`config.mk`:
```
export PLATFORM = sky130hd
export DESIGN_NAME = clipped_alpha_blit
export DESIGN_NICKNAME = d
export VERILOG_FILES = /design/src/sv/cab_pkg.sv /design/src/sv/cab_ctrl.sv /design/src/sv/cab_dp.sv /design/src/sv/clipped_alpha_blit.sv
export SDC_FILE = /design/constraint.sdc
export NUM_CORES = 2
export LEC_CHECK = 0
export BUFFER_PORTS_ARGS = -buffer_cell sky130_fd_sc_hd__buf_2
export CAP_MARGIN = 20
export CORE_AREA = 5 5 373 375
export DETAILED_ROUTE_END_ITERATION = 8
export DIE_AREA = 0 0 378 380
export GPL_TIMING_DRIVEN = 0
export PLACE_DENSITY = 0.78
export RECOVER_POWER = 25
export SLEW_MARGIN = 15
export SYNTH_ARGS = -nofsm -noshare
export SYNTH_HDL_FRONTEND = slang
export SYNTH_SLANG_ARGS = --single-unit
```
`constraint.sdc`:
```
create_clock -name clk -period 10.4 [get_ports clk]
set_input_delay 0.52 -clock clk [delete_from_list [all_inputs] [get_ports clk]]
set_output_delay 0.52 -clock clk [all_outputs]
set_load 0.01 [all_outputs]
```
`src/sv/cab_pkg.sv`:
```
`default_nettype none
// ----------------------------------------------------------------------------
// cab_pkg: shared types and constants of the clipped alpha blitter
// Holds the command and status words between controller and datapath, the
// configuration register indexes and fixed field widths.
// ----------------------------------------------------------------------------
package cab_pkg;

    // Fixed field widths.
    localparam int BYTE_W    = 8;
    localparam int LANE_W    = 3;
    localparam int CFG_IDX_W = 3;

    // Configuration register indexes.
    localparam logic [CFG_IDX_W-1:0] REG_SRC_ORIGIN    = 3'd0;
    localparam logic [CFG_IDX_W-1:0] REG_DST_ORIGIN    = 3'd1;
    localparam logic [CFG_IDX_W-1:0] REG_COPY_EXTENT   = 3'd2;
    localparam logic [CFG_IDX_W-1:0] REG_SRC_GEOMETRY  = 3'd3;
    localparam logic [CFG_IDX_W-1:0] REG_DST_GEOMETRY  = 3'd4;
    localparam logic [CFG_IDX_W-1:0] REG_PIXEL_SIZES   = 3'd5;
    localparam logic [CFG_IDX_W-1:0] REG_BLEND_CONTROL = 3'd6;

    // Reset values of the registers that do not reset to zero.
    localparam logic [5:0] PIXEL_SIZES_RST   = 6'd36;
    localparam logic [8:0] BLEND_CONTROL_RST = 9'd255;

    // Full-scale alpha.
    localparam logic [BYTE_W-1:0] ALPHA_MAX = 8'd255;

    // Commands from the controller to the datapath.
    typedef struct packed {
        logic clip_start;   // clamp starts, find clipped ends
        logic clip_size;    // derive column and row counts, empty flag
        logic row_mult;     // multiply start rows by pitches
        logic load_base;    // load start addresses, clear counters
        logic take;         // latch the input word
        logic blend_mult;   // register the two blend products
        logic emit;         // load the output register, advance the walk
    } cab_cmd_t;

    // Status from the datapath to the controller.
    typedef struct packed {
        logic out_free;     // output register can take a word this cycle
    } cab_sts_t;

endpackage

`default_nettype wire

```
`src/sv/cab_ctrl.sv`:
```
`default_nettype none
// ----------------------------------------------------------------------------
// cab_ctrl: sequencing controller of the clipped alpha blitter
// Runs the four-step plan computation after reset and after every register
// write, then steps each accepted word through take, multiply and emit.
// ----------------------------------------------------------------------------
module cab_ctrl
(
    input  wire logic              clk,
    input  wire logic              rst_n,
    input  wire logic              cfg_write,
    input  wire logic              in_valid,
    input  wire cab_pkg::cab_sts_t sts,
    output cab_pkg::cab_cmd_t      cmd,
    output logic                   in_ready
);
    import cab_pkg::*;

    localparam logic [2:0] ST_CLIP_START = 3'd0;
    localparam logic [2:0] ST_CLIP_SIZE  = 3'd1;
    localparam logic [2:0] ST_ROW_MULT   = 3'd2;
    localparam logic [2:0] ST_LOAD_BASE  = 3'd3;
    localparam logic [2:0] ST_IDLE       = 3'd4;
    localparam logic [2:0] ST_BLEND      = 3'd5;
    localparam logic [2:0] ST_EMIT       = 3'd6;

    logic [2:0] state_reg;
    logic [2:0] state_next;

    // State register; reset starts with a plan computation.
    always_ff @(posedge clk or negedge rst_n)
    begin
        if (!rst_n)
        begin
            state_reg <= ST_CLIP_START;
        end
        else
        begin
            state_reg <= state_next;
        end
    end

    // Next state and commands.
    always_comb
    begin
        cmd        = '0;
        in_ready   = 1'b0;
        state_next = state_reg;
        case (state_reg)
            ST_CLIP_START:
            begin
                cmd.clip_start = 1'b1;
                state_next     = ST_CLIP_SIZE;
            end
            ST_CLIP_SIZE:
            begin
                cmd.clip_size = 1'b1;
                state_next    = ST_ROW_MULT;
            end
            ST_ROW_MULT:
            begin
                cmd.row_mult = 1'b1;
                state_next   = ST_LOAD_BASE;
            end
            ST_LOAD_BASE:
            begin
                cmd.load_base = 1'b1;
                state_next    = ST_IDLE;
            end
            ST_IDLE:
            begin
                in_ready = 1'b1;
                if (in_valid)
                begin
                    cmd.take   = 1'b1;
                    state_next = ST_BLEND;
                end
            end
            ST_BLEND:
            begin
                cmd.blend_mult = 1'b1;
                state_next     = ST_EMIT;
            end
            ST_EMIT:
            begin
                if (sts.out_free)
                begin
                    cmd.emit   = 1'b1;
                    state_next = ST_IDLE;
                end
            end
            default:
            begin
                state_next = ST_CLIP_START;
            end
        endcase

        // A register write always restarts the plan computation.
        if (cfg_write)
        begin
            state_next = ST_CLIP_START;
        end
    end

endmodule

`default_nettype wire

```
`src/sv/cab_dp.sv`:
```
`default_nettype none
// ----------------------------------------------------------------------------
// cab_dp: datapath of the clipped alpha blitter
// Holds the configuration registers, the clipped plan, the walk counters and
// running addresses, the blend multipliers and the output register.
// ----------------------------------------------------------------------------
module cab_dp
#(
    parameter int COORD_WIDTH         = 16,
    parameter int ADDR_WIDTH          = 32,
    parameter int MAX_BYTES_PER_PIXEL = 4
)
(
    input  wire logic                           clk,
    input  wire logic                           rst_n,
    input  wire logic                           cfg_write,
    input  wire logic [cab_pkg::CFG_IDX_W-1:0]  cfg_index,
    input  wire logic [3*COORD_WIDTH-1:0]       cfg_data,
    input  wire logic [cab_pkg::BYTE_W-1:0]     in_src_byte,
    input  wire logic [cab_pkg::BYTE_W-1:0]     in_dst_byte,
    input  wire cab_pkg::cab_cmd_t              cmd,
    output cab_pkg::cab_sts_t                   sts,
    input  wire logic                           out_ready,
    output logic                                out_valid,
    output logic [ADDR_WIDTH-1:0]               out_src_addr,
    output logic [ADDR_WIDTH-1:0]               out_dst_addr,
    output logic [cab_pkg::BYTE_W-1:0]          out_pixel_value,
    output logic                                out_write_enable,
    output logic                                out_last
);
    import cab_pkg::*;

    localparam int CW = COORD_WIDTH;
    localparam int SW = COORD_WIDTH + 2;
    localparam int PW = 2 * COORD_WIDTH + 4;
    localparam int FW = (ADDR_WIDTH > PW) ? ADDR_WIDTH : PW;
    localparam logic [LANE_W-1:0] BPP_MAX = LANE_W'(MAX_BYTES_PER_PIXEL);

    // Configuration registers.
    logic [2*CW-1:0] src_origin_reg;
    logic [2*CW-1:0] dst_origin_reg;
    logic [2*CW-1:0] copy_extent_reg;
    logic [3*CW-1:0] src_geom_reg;
    logic [3*CW-1:0] dst_geom_reg;
    logic [5:0]      pixel_sizes_reg;
    logic [8:0]      blend_ctrl_reg;

    always_ff @(posedge clk or negedge rst_n)
    begin
        if (!rst_n)
        begin
            src_origin_reg  <= '0;
            dst_origin_reg  <= '0;
            copy_extent_reg <= '0;
            src_geom_reg    <= '0;
            dst_geom_reg    <= '0;
            pixel_sizes_reg <= PIXEL_SIZES_RST;
            blend_ctrl_reg  <= BLEND_CONTROL_RST;
        end
        else if (cfg_write)
        begin
            case (cfg_index)
                REG_SRC_ORIGIN:    src_origin_reg  <= cfg_data[2*CW-1:0];
                REG_DST_ORIGIN:    dst_origin_reg  <= cfg_data[2*CW-1:0];
                REG_COPY_EXTENT:   copy_extent_reg <= cfg_data[2*CW-1:0];
                REG_SRC_GEOMETRY:  src_geom_reg    <= cfg_data;
                REG_DST_GEOMETRY:  dst_geom_reg    <= cfg_data;
                REG_PIXEL_SIZES:   pixel_sizes_reg <= cfg_data[5:0];
                REG_BLEND_CONTROL: blend_ctrl_reg  <= cfg_data[8:0];
                default:           ;
            endcase
        end
    end

    // Field views of the registers, widened to signed working width.
    logic signed [SW-1:0] sxo, syo, dxo, dyo, w_s, h_s;
    logic signed [SW-1:0] sbw, sbh, dbw, dbh;
    logic [CW-1:0]        spitch, dpitch;
    logic [LANE_W-1:0]    sbpp_raw, dbpp_raw, sbpp_sat, dbpp_sat, bpp_min;
    logic [BYTE_W-1:0]    alpha;

    always_comb
    begin
        sxo = {{2{src_origin_reg[CW-1]}},   src_origin_reg[CW-1:0]};
        syo = {{2{src_origin_reg[2*CW-1]}}, src_origin_reg[2*CW-1:CW]};
        dxo = {{2{dst_origin_reg[CW-1]}},   dst_origin_reg[CW-1:0]};
        dyo = {{2{dst_origin_reg[2*CW-1]}}, dst_origin_reg[2*CW-1:CW]};
        w_s = {2'b00, copy_extent_reg[CW-1:0]};
        h_s = {2'b00, copy_extent_reg[2*CW-1:CW]};
        sbw = {2'b00, src_geom_reg[CW-1:0]};
        sbh = {2'b00, src_geom_reg[2*CW-1:CW]};
        dbw = {2'b00, dst_geom_reg[CW-1:0]};
        dbh = {2'b00, dst_geom_reg[2*CW-1:CW]};
        spitch   = src_geom_reg[3*CW-1:2*CW];
        dpitch   = dst_geom_reg[3*CW-1:2*CW];
        sbpp_raw = pixel_sizes_reg[2:0];
        dbpp_raw = pixel_sizes_reg[5:3];
        sbpp_sat = (sbpp_raw > BPP_MAX) ? BPP_MAX : sbpp_raw;
        dbpp_sat = (dbpp_raw > BPP_MAX) ? BPP_MAX : dbpp_raw;
        bpp_min  = (sbpp_sat < dbpp_sat) ? sbpp_sat : dbpp_sat;
        alpha    = blend_ctrl_reg[7:0];
    end

    // Plan, first step: clamped starts, clipped ends, early empty checks.
    logic [CW-1:0]        sx_reg, sy_reg, dx_reg, dy_reg;
    logic signed [SW-1:0] s_end_x_reg, s_end_y_reg, d_end_x_reg, d_end_y_reg;
    logic                 reject_reg;
    logic [LANE_W-1:0]    sbpp_reg, dbpp_reg, bpp_reg;
    logic signed [SW-1:0] s_sum_x, s_sum_y, d_sum_x, d_sum_y;

    always_comb
    begin
        s_sum_x = sxo + w_s;
        s_sum_y = syo + h_s;
        d_sum_x = dxo + w_s;
        d_sum_y = dyo + h_s;
    end

    always_ff @(posedge clk)
    begin
        if (cmd.clip_start)
        begin
            sx_reg <= sxo[SW-1] ? '0 : sxo[CW-1:0];
            sy_reg <= syo[SW-1] ? '0 : syo[CW-1:0];
            dx_reg <= dxo[SW-1] ? '0 : dxo[CW-1:0];
            dy_reg <= dyo[SW-1] ? '0 : dyo[CW-1:0];
            s_end_x_reg <= (s_sum_x < sbw) ? s_sum_x : sbw;
            s_end_y_reg <= (s_sum_y < sbh) ? s_sum_y : sbh;
            d_end_x_reg <= (d_sum_x < dbw) ? d_sum_x : dbw;
            d_end_y_reg <= (d_sum_y < dbh) ? d_sum_y : dbh;
            reject_reg  <= (alpha == '0) || (bpp_min == '0) ||
                           (sxo > sbw) || (syo > sbh) || (dxo > dbw) || (dyo > dbh);
            sbpp_reg <= sbpp_sat;
            dbpp_reg <= dbpp_sat;
            bpp_reg  <= bpp_min;
        end
    end

    // Plan, second step: overlap counts and the empty flag.
    logic signed [SW-1:0] sx_s, sy_s, dx_s, dy_s;
    logic signed [SW-1:0] s_cols, d_cols, s_rows, d_rows, cols_s, rows_s;
    logic [CW-1:0]        cols_reg, rows_reg;
    logic                 empty_reg;

    always_comb
    begin
        sx_s   = {2'b00, sx_reg};
        sy_s   = {2'b00, sy_reg};
        dx_s   = {2'b00, dx_reg};
        dy_s   = {2'b00, dy_reg};
        s_cols = s_end_x_reg - sx_s;
        d_cols = d_end_x_reg - dx_s;
        s_rows = s_end_y_reg - sy_s;
        d_rows = d_end_y_reg - dy_s;
        cols_s = (d_cols < s_cols) ? d_cols : s_cols;
        rows_s = (d_rows < s_rows) ? d_rows : s_rows;
    end

    always_ff @(posedge clk or negedge rst_n)
    begin
        if (!rst_n)
        begin
            empty_reg <= 1'b1;
        end
        else if (cmd.clip_size)
        begin
            empty_reg <= reject_reg || (cols_s <= 0) || (rows_s <= 0);
        end
    end

    always_ff @(posedge clk)
    begin
        if (cmd.clip_size)
        begin
            cols_reg <= cols_s[CW-1:0];
            rows_reg <= rows_s[CW-1:0];
        end
    end

    // Plan, third step: start row times pitch.
    logic [2*CW-1:0] sy_prod_reg, dy_prod_reg;

    always_ff @(posedge clk)
    begin
        if (cmd.row_mult)
        begin
            sy_prod_reg <= sy_reg * spitch;
            dy_prod_reg <= dy_reg * dpitch;
        end
    end

    // Plan, fourth step: start addresses and row strides in bytes.
    logic [FW-1:0] src_lin, dst_lin, src_step_lin, dst_step_lin;

    always_comb
    begin
        src_lin = (FW'(sy_prod_reg) + FW'(sx_reg)) * FW'(sbpp_reg);
        dst_lin = (FW'(dy_prod_reg) + FW'(dx_reg)) * FW'(dbpp_reg);
        src_step_lin = FW'(spitch) * FW'(sbpp_reg);
        dst_step_lin = FW'(dpitch) * FW'(dbpp_reg);
    end

    logic [ADDR_WIDTH-1:0] src_base_reg, dst_base_reg;
    logic [ADDR_WIDTH-1:0] src_rstep_reg, dst_rstep_reg;

    always_ff @(posedge clk)
    begin
        if (cmd.load_base)
        begin
            src_base_reg  <= src_lin[ADDR_WIDTH-1:0];
            dst_base_reg  <= dst_lin[ADDR_WIDTH-1:0];
            src_rstep_reg <= src_step_lin[ADDR_WIDTH-1:0];
            dst_rstep_reg <= dst_step_lin[ADDR_WIDTH-1:0];
        end
    end

    // Input word and blend products.
    logic [BYTE_W-1:0]   src_byte_reg, dst_byte_reg;
    logic [2*BYTE_W+1:0] src_prod_reg;
    logic [2*BYTE_W:0]   dst_prod_reg;

    always_ff @(posedge clk)
    begin
        if (cmd.take)
        begin
            src_byte_reg <= in_src_byte;
            dst_byte_reg <= in_dst_byte;
        end
        if (cmd.blend_mult)
        begin
            src_prod_reg <= ({1'b0, src_byte_reg} + 9'd1) * ({1'b0, alpha} + 9'd1);
            dst_prod_reg <= ({1'b0, dst_byte_reg} + 9'd1) * (ALPHA_MAX - alpha);
        end
    end

    // Output byte: sum of the products over 256, less one, when control bit 8 is set, else the source byte.
    logic [2*BYTE_W+1:0] blend_sum;
    logic [BYTE_W+1:0]   blend_hi;
    logic [BYTE_W-1:0]   pixel_val;

    always_comb
    begin
        blend_sum = src_prod_reg + {1'b0, dst_prod_reg};
        blend_hi  = blend_sum[2*BYTE_W+1:BYTE_W] - 10'd1;
        pixel_val = blend_ctrl_reg[8] ? blend_hi[BYTE_W-1:0] : src_byte_reg;
    end

    // Walk position: byte lane, column, row and running addresses.
    logic [LANE_W-1:0]     lane_reg, lane_next;
    logic [CW-1:0]         col_reg, col_next, row_reg, row_next;
    logic [ADDR_WIDTH-1:0] src_pix_reg, src_pix_next, src_row_reg, src_row_next;
    logic [ADDR_WIDTH-1:0] dst_pix_reg, dst_pix_next, dst_row_reg, dst_row_next;
    logic                  lane_last, col_last, row_last, fin;

    always_comb
    begin
        lane_last = (lane_reg == bpp_reg - LANE_W'(1));
        col_last  = (col_reg == cols_reg - CW'(1));
        row_last  = (row_reg == rows_reg - CW'(1));
        fin       = lane_last && col_last && row_last;

        lane_next    = lane_reg;
        col_next     = col_reg;
        row_next     = row_reg;
        src_pix_next = src_pix_reg;
        src_row_next = src_row_reg;
        dst_pix_next = dst_pix_reg;
        dst_row_next = dst_row_reg;

        if (cmd.load_base)
        begin
            lane_next    = '0;
            col_next     = '0;
            row_next     = '0;
            src_pix_next = src_lin[ADDR_WIDTH-1:0];
            src_row_next = src_lin[ADDR_WIDTH-1:0];
            dst_pix_next = dst_lin[ADDR_WIDTH-1:0];
            dst_row_next = dst_lin[ADDR_WIDTH-1:0];
        end
        else if (cmd.emit && !empty_reg)
        begin
            if (fin)
            begin
                // Blit done: the next word starts it over.
                lane_next    = '0;
                col_next     = '0;
                row_next     = '0;
                src_pix_next = src_base_reg;
                src_row_next = src_base_reg;
                dst_pix_next = dst_base_reg;
                dst_row_next = dst_base_reg;
            end
            else if (!lane_last)
            begin
                lane_next = lane_reg + LANE_W'(1);
            end
            else if (!col_last)
            begin
                lane_next    = '0;
                col_next     = col_reg + CW'(1);
                src_pix_next = src_pix_reg + ADDR_WIDTH'(sbpp_reg);
                dst_pix_next = dst_pix_reg + ADDR_WIDTH'(dbpp_reg);
            end
            else
            begin
                lane_next    = '0;
                col_next     = '0;
                row_next     = row_reg + CW'(1);
                src_row_next = src_row_reg + src_rstep_reg;
                src_pix_next = src_row_reg + src_rstep_reg;
                dst_row_next = dst_row_reg + dst_rstep_reg;
                dst_pix_next = dst_row_reg + dst_rstep_reg;
            end
        end
    end

    always_ff @(posedge clk or negedge rst_n)
    begin
        if (!rst_n)
        begin
            lane_reg <= '0;
            col_reg  <= '0;
            row_reg  <= '0;
        end
        else
        begin
            lane_reg <= lane_next;
            col_reg  <= col_next;
            row_reg  <= row_next;
        end
    end

    always_ff @(posedge clk)
    begin
        src_pix_reg <= src_pix_next;
        src_row_reg <= src_row_next;
        dst_pix_reg <= dst_pix_next;
        dst_row_reg <= dst_row_next;
    end

    // Output register.
    logic                  out_valid_reg;
    logic [ADDR_WIDTH-1:0] out_src_reg, out_dst_reg;
    logic [BYTE_W-1:0]     out_pix_reg;
    logic                  out_we_reg, out_last_reg;

    always_ff @(posedge clk or negedge rst_n)
    begin
        if (!rst_n)
        begin
            out_valid_reg <= 1'b0;
        end
        else if (cmd.emit)
        begin
            out_valid_reg <= 1'b1;
        end
        else if (out_ready)
        begin
            out_valid_reg <= 1'b0;
        end
    end

    always_ff @(posedge clk)
    begin
        if (cmd.emit)
        begin
            if (empty_reg)
            begin
                out_src_reg  <= '0;
                out_dst_reg  <= '0;
                out_pix_reg  <= '0;
                out_we_reg   <= 1'b0;
                out_last_reg <= 1'b1;
            end
            else
            begin
                out_src_reg  <= src_pix_reg + ADDR_WIDTH'(lane_reg);
                out_dst_reg  <= dst_pix_reg + ADDR_WIDTH'(lane_reg);
                out_pix_reg  <= pixel_val;
                out_we_reg   <= 1'b1;
                out_last_reg <= fin;
            end
        end
    end

    always_comb
    begin
        sts.out_free     = !out_valid_reg || out_ready;
        out_valid        = out_valid_reg;
        out_src_addr     = out_src_reg;
        out_dst_addr     = out_dst_reg;
        out_pixel_value  = out_pix_reg;
        out_write_enable = out_we_reg;
        out_last         = out_last_reg;
    end

endmodule

`default_nettype wire

```
`src/sv/clipped_alpha_blit.sv`:
```
`default_nettype none
// ----------------------------------------------------------------------------
// clipped_alpha_blit: byte walker of an alpha-blending block transfer
// Walks the clipped rectangle byte by byte, giving source and destination
// byte addresses and the copied or blended byte for every input word.
// ----------------------------------------------------------------------------
// Each input word carries the source and destination bytes of the current
// position and yields one output word; a byte passes through accept, blend
// multiply and load of the output register, the last step waiting until the
// output register is free, in the controller's per-byte sequence around the
// registered blend multipliers, so a new word is accepted only after the last
// one is loaded. The output register lets the next word be accepted while a
// result still waits. After reset and after every register write the block
// computes the clipped plan (start clamp, overlap counts, row multiply,
// start addresses) before it accepts a word; writes restart the walk. An
// empty blit answers every word with write enable low and last high.
module clipped_alpha_blit
#(
    parameter int COORD_WIDTH         = 16,
    parameter int ADDR_WIDTH          = 32,
    parameter int MAX_BYTES_PER_PIXEL = 4
)
(
    input  wire logic                          clk,
    input  wire logic                          rst_n,
    // Configuration write channel.
    input  wire logic                          cfg_valid,
    output logic                               cfg_ready,
    input  wire logic [cab_pkg::CFG_IDX_W-1:0] cfg_index,
    input  wire logic [3*COORD_WIDTH-1:0]      cfg_data,
    // Input stream.
    input  wire logic                          s_tvalid,
    output logic                               s_tready,
    input  wire logic [2*cab_pkg::BYTE_W-1:0]  s_tdata,  // src_byte, dst_byte
    // Output stream.
    output logic                               m_tvalid,
    input  wire logic                          m_tready,
    output logic [((2*ADDR_WIDTH+cab_pkg::BYTE_W+7)/8)*8-1:0] m_tdata,
                                               // src_addr, dst_addr, pixel_value
    output logic [0:0]                         m_tuser,  // write_enable
    output logic                               m_tlast
);
    import cab_pkg::*;

    localparam int OUT_DATA_W = ((2 * ADDR_WIDTH + BYTE_W + 7) / 8) * 8;

    cab_cmd_t              cmd;
    cab_sts_t              sts;
    logic [ADDR_WIDTH-1:0] src_addr, dst_addr;
    logic [BYTE_W-1:0]     pixel_value;
    logic                  write_enable;
    logic                  cfg_write;

    // Registers are always writable.
    assign cfg_ready = 1'b1;
    assign cfg_write = cfg_valid;

    cab_ctrl u_ctrl
    (
        .clk       (clk),
        .rst_n     (rst_n),
        .cfg_write (cfg_write),
        .in_valid  (s_tvalid),
        .sts       (sts),
        .cmd       (cmd),
        .in_ready  (s_tready)
    );

    cab_dp
    #(
        .COORD_WIDTH         (COORD_WIDTH),
        .ADDR_WIDTH          (ADDR_WIDTH),
        .MAX_BYTES_PER_PIXEL (MAX_BYTES_PER_PIXEL)
    )
    u_dp
    (
        .clk              (clk),
        .rst_n            (rst_n),
        .cfg_write        (cfg_write),
        .cfg_index        (cfg_index),
        .cfg_data         (cfg_data),
        .in_src_byte      (s_tdata[BYTE_W-1:0]),
        .in_dst_byte      (s_tdata[2*BYTE_W-1:BYTE_W]),
        .cmd              (cmd),
        .sts              (sts),
        .out_ready        (m_tready),
        .out_valid        (m_tvalid),
        .out_src_addr     (src_addr),
        .out_dst_addr     (dst_addr),
        .out_pixel_value  (pixel_value),
        .out_write_enable (write_enable),
        .out_last         (m_tlast)
    );

    // Pack the output word, first field lowest, zero fill to whole bytes.
    assign m_tdata    = OUT_DATA_W'({pixel_value, dst_addr, src_addr});
    assign m_tuser[0] = write_enable;

endmodule

`default_nettype wire
```
==> results.json <==
{
  "die_w_um": 378,
  "worst-path-buf-inv": 5,
  "core_um2": 135000,
  "drt-total-wl_mm": 237,
  "cts_made_buffers": 97,
  "synth.most_common_cell": "inv_1",
  "antenna_found_initial": 22,
  "gp_congestion": 0.981,
  "overflow": 0,
  "synth.top_cells.by_count": "inv_1, nand2_1, ha_1, edfxtp_1, fa_1",
  "fmax_ghz": 0.125,
  "cts_root_buf": "clkbuf_16",
  "cp_cell_sequence": "clkbuf_1, clkbuf_1, nand2_1, fa_1, fa_1, fa_1, fa_1, inv_1, fa_1, inv_1, fa_1, inv_1, ha_1, a21o_1, a21oi_1, nor2b_1, o21ai_0, a21oi_1, o41ai_1, o21ai_0, o41a_1, a21bo_2, xnor2_1",
  "max_stage_delay_ps": 690,
  "cp-start-kind": "flip-flop",
  "cp-startpoint": "u_dp.src_geom_reg[35]",
  "drive_above_1_share_pct": 7.01,
  "crit_type": "reg -> reg",
  "drc": 0,
  "insertion_delay_ps": 750,
  "violations": "capacitance limit, slew limit",
  "fin_cells": 10600,
  "postCtsSetupRepairBufs": 0,
  "path_max_fanout": 10,
  "rr_endpoint": "u_dp.sy_prod_reg[30]",
  "relSlewSlack_pct": -222,
  "h-tree-depth": 3,
  "area_growth_pct": 8.84,
  "hold_end": "u_dp.src_geom_reg[35]",
  "ys.flop_type": "edfxtp_1",
  "dp_cells": 10300,
  "timing.final.crit_share_pct": 77.0,
  "pin_count": 149,
  "finalMaxSlewViolations": 129,
  "rr_worst_depth": 23,
  "cp-end-kind": "flip-flop",
  "min_path_type": "in -> reg",
  "netlist_area_um2": 79300,
  "ff2ff_setup_slack_ps": 2390,
  "num_rows": 135,
  "crit_required_ps": 10860,
  "avgSynthCellArea_um2": 9.46,
  "drt_iter0_drc": 5903,
  "setup-tns-final_ps": 0,
  "vias": 63500,
  "rsz0062_at_grt": "false",
  "dieArea_um2": 144000,
  "synth_edf_count": 590,
  "die_height_um": 380,
  "cap_violations": 3,
  "synth-async-reset-ratio_pct": 29.5,
  "busiest_layer": "met2",
  "finalCriticalPeriod_ps": 8010,
  "synth_area_leaders": "edfxtp_1, fa_1, ha_1",
  "synth_top_area_share_pct": 22.3,
  "ys_types": 95,
  "routedWlPerCell_um": 22.4,
  "cts_tree": "yes",
  "cp_top_family": "adder cells",
  "nets": 10100,
  "clk_pin_slew_ps": 60,
  "gr-usage-met3_pct": 6.88,
  "crit_top_cell": "fa_1",
  "critPathArrivalTime_ps": 8460,
  "synth-seq-cells": 837,
  "ant_nets": 0,
  "netlist_instances": 8389,
  "ys_seq_area_share_pct": 30.1,
  "start_util_pct": 58.8,
  "routed_via_density": 6.02,
  "run_status": "finished with violations",
  "worst_pin_slew_ps": 4830,
  "numPortBuffers": 144,
  "cts_sinks": 837,
  "grtUsageTotal_pct": 32.6,
  "cts_buffer_depth": 3,
  "grt_max_degree": 88,
  "finalSetupViolations": 0,
  "hold_viol_final": 0,
  "slowest_stage": "clkbuf_1",
  "synth_fp_nets": 9796,
  "grt_pass1_vias": 62900,
  "finalClockSkew_ps": 76.8,
  "grt_use_met2_pct": 51.3,
  "gr-usage-met1_pct": 43.3,
  "first_pass_iters": 7,
  "yosysWarningCount": 0,
  "grt_first_pass_wirelength_mm": 363,
  "reg2reg_from": "u_dp.src_geom_reg[35]",
  "synth.largest_area_cell": "edfxtp_1",
  "num-fill-cells": 10900,
  "hpwl_mm": 188,
  "whs_path_depth": 2,
  "min_from": "cfg_data[35]"
}
==> repair_timing <==
item / CTS / global route
endpoints found under the setup margin: 0 / 0
hold endpoints to repair: 99 / 0
hold buffers: 17 / 0
gates resized for setup: 0 / 0
==> layout by cell type, fill, tap and decap left out, drive strengths merged, types with 31 or more instances in the layout <==
| cell type | count |
|---|---|
| a211oi | 40 |
| a21o | 144 |
| a21oi | 396 |
| a31oi | 63 |
| and2 | 285 |
| and3 | 68 |
| buf | 135 |
| clkbuf | 451 |
| clkinv | 31 |
| dfrtp | 236 |
| edfxtp | 590 |
| fa | 559 |
| ha | 776 |
| inv | 1063 |
| mux2 | 236 |
| mux2i | 35 |
| nand2 | 975 |
| nand2b | 81 |
| nand3 | 142 |
| nand4 | 63 |
| nor2 | 503 |
| nor2b | 140 |
| nor3 | 121 |
| nor4 | 37 |
| o211ai | 32 |
| o21a | 80 |
| o21ai | 403 |
| o21bai | 42 |
| or2 | 39 |
| or3 | 64 |
| xnor2 | 360 |
| xor2 | 196 |
==> worst max-delay path by stage <==
| stage | to | slack [ps] | cells past startpoint |
|---|---|---|---|
| 3_3_place_gp | u_dp.dst_row_reg[29] | -3090 | 11 |
| 5_1_grt | u_dp.sy_prod_reg[30] | 1950 | 23 |
| 2_1_floorplan | u_dp.dst_row_reg[0] | 1670 | 10 |
| 4_1_cts | u_dp.sy_prod_reg[30] | 2490 | 23 |
| 6_report | u_dp.sy_prod_reg[30] | 2390 | 23 |
| 3_5_place_dp | u_dp.sy_prod_reg[30] | 2500 | 23 |
==> per-layer routing <==
metal / routed length, um / part of all wire [%]
met1: 94600 / 40
met2: 105000 / 45
met3: 22500 / 9.5
met4: 14200 / 6.0
met5: 115 / 0.049
==> per-stage QoR <==
stage | utilization [%] | worst slack [ps] | instance area (um2) | hold WS, ps
after global placement | 61.0 | -3090 | 82300 | 484
after detailed placement | 61.4 | 2500 | 82900 | 488
after CTS | 64.1 | 2490 | 86500 | 47.2
after global routing | 64.0 | 1950 | 86300 | 72.3
final | 64.0 | 2390 | 86300 | 86.2
after floorplan | - | 1670 | 79300 | 224
==> kinds of logic (layout without fill, tap and decap cells) <==
kind of cell | count (synthesis) | count (layout) | share of synthesized area [%]
AOI/OAI and AO/OA | 1443 | 1443 | 11.3
xor gates and xnor gates | 558 | 558 | 6.19
adders and majority gates | 1335 | 1335 | 26.3
buffers and inverters | 1345 | 1720 | 6.46
DFF | 837 | 837 | 30.1
muxes | 271 | 271 | 3.79
other | 1 | 11 | 0.00473
and+or+nand+nor | 2599 | 2599 | 15.7
==> cell type report <==
class | instances | area [um2] | share of cell area [%]
Multi-Input combinational cell | 6207 | 50300 | 58.3
Sequential cell | 837 | 23900 | 27.7
Inverter | 1058 | 3970 | 4.60
Clock buffer | 125 | 2700 | 3.12
Tap cell | 1781 | 2230 | 2.58
Timing Repair Buffer | 192 | 1290 | 1.49
Buffer | 287 | 1150 | 1.34
Clock inverter | 58 | 733 | 0.849
Antenna cell | 10 | 25.0 | 0.0290
Power is not shown: default switching activity piles up to over one toggle a cycle in this logic, so the estimate is an artifact.
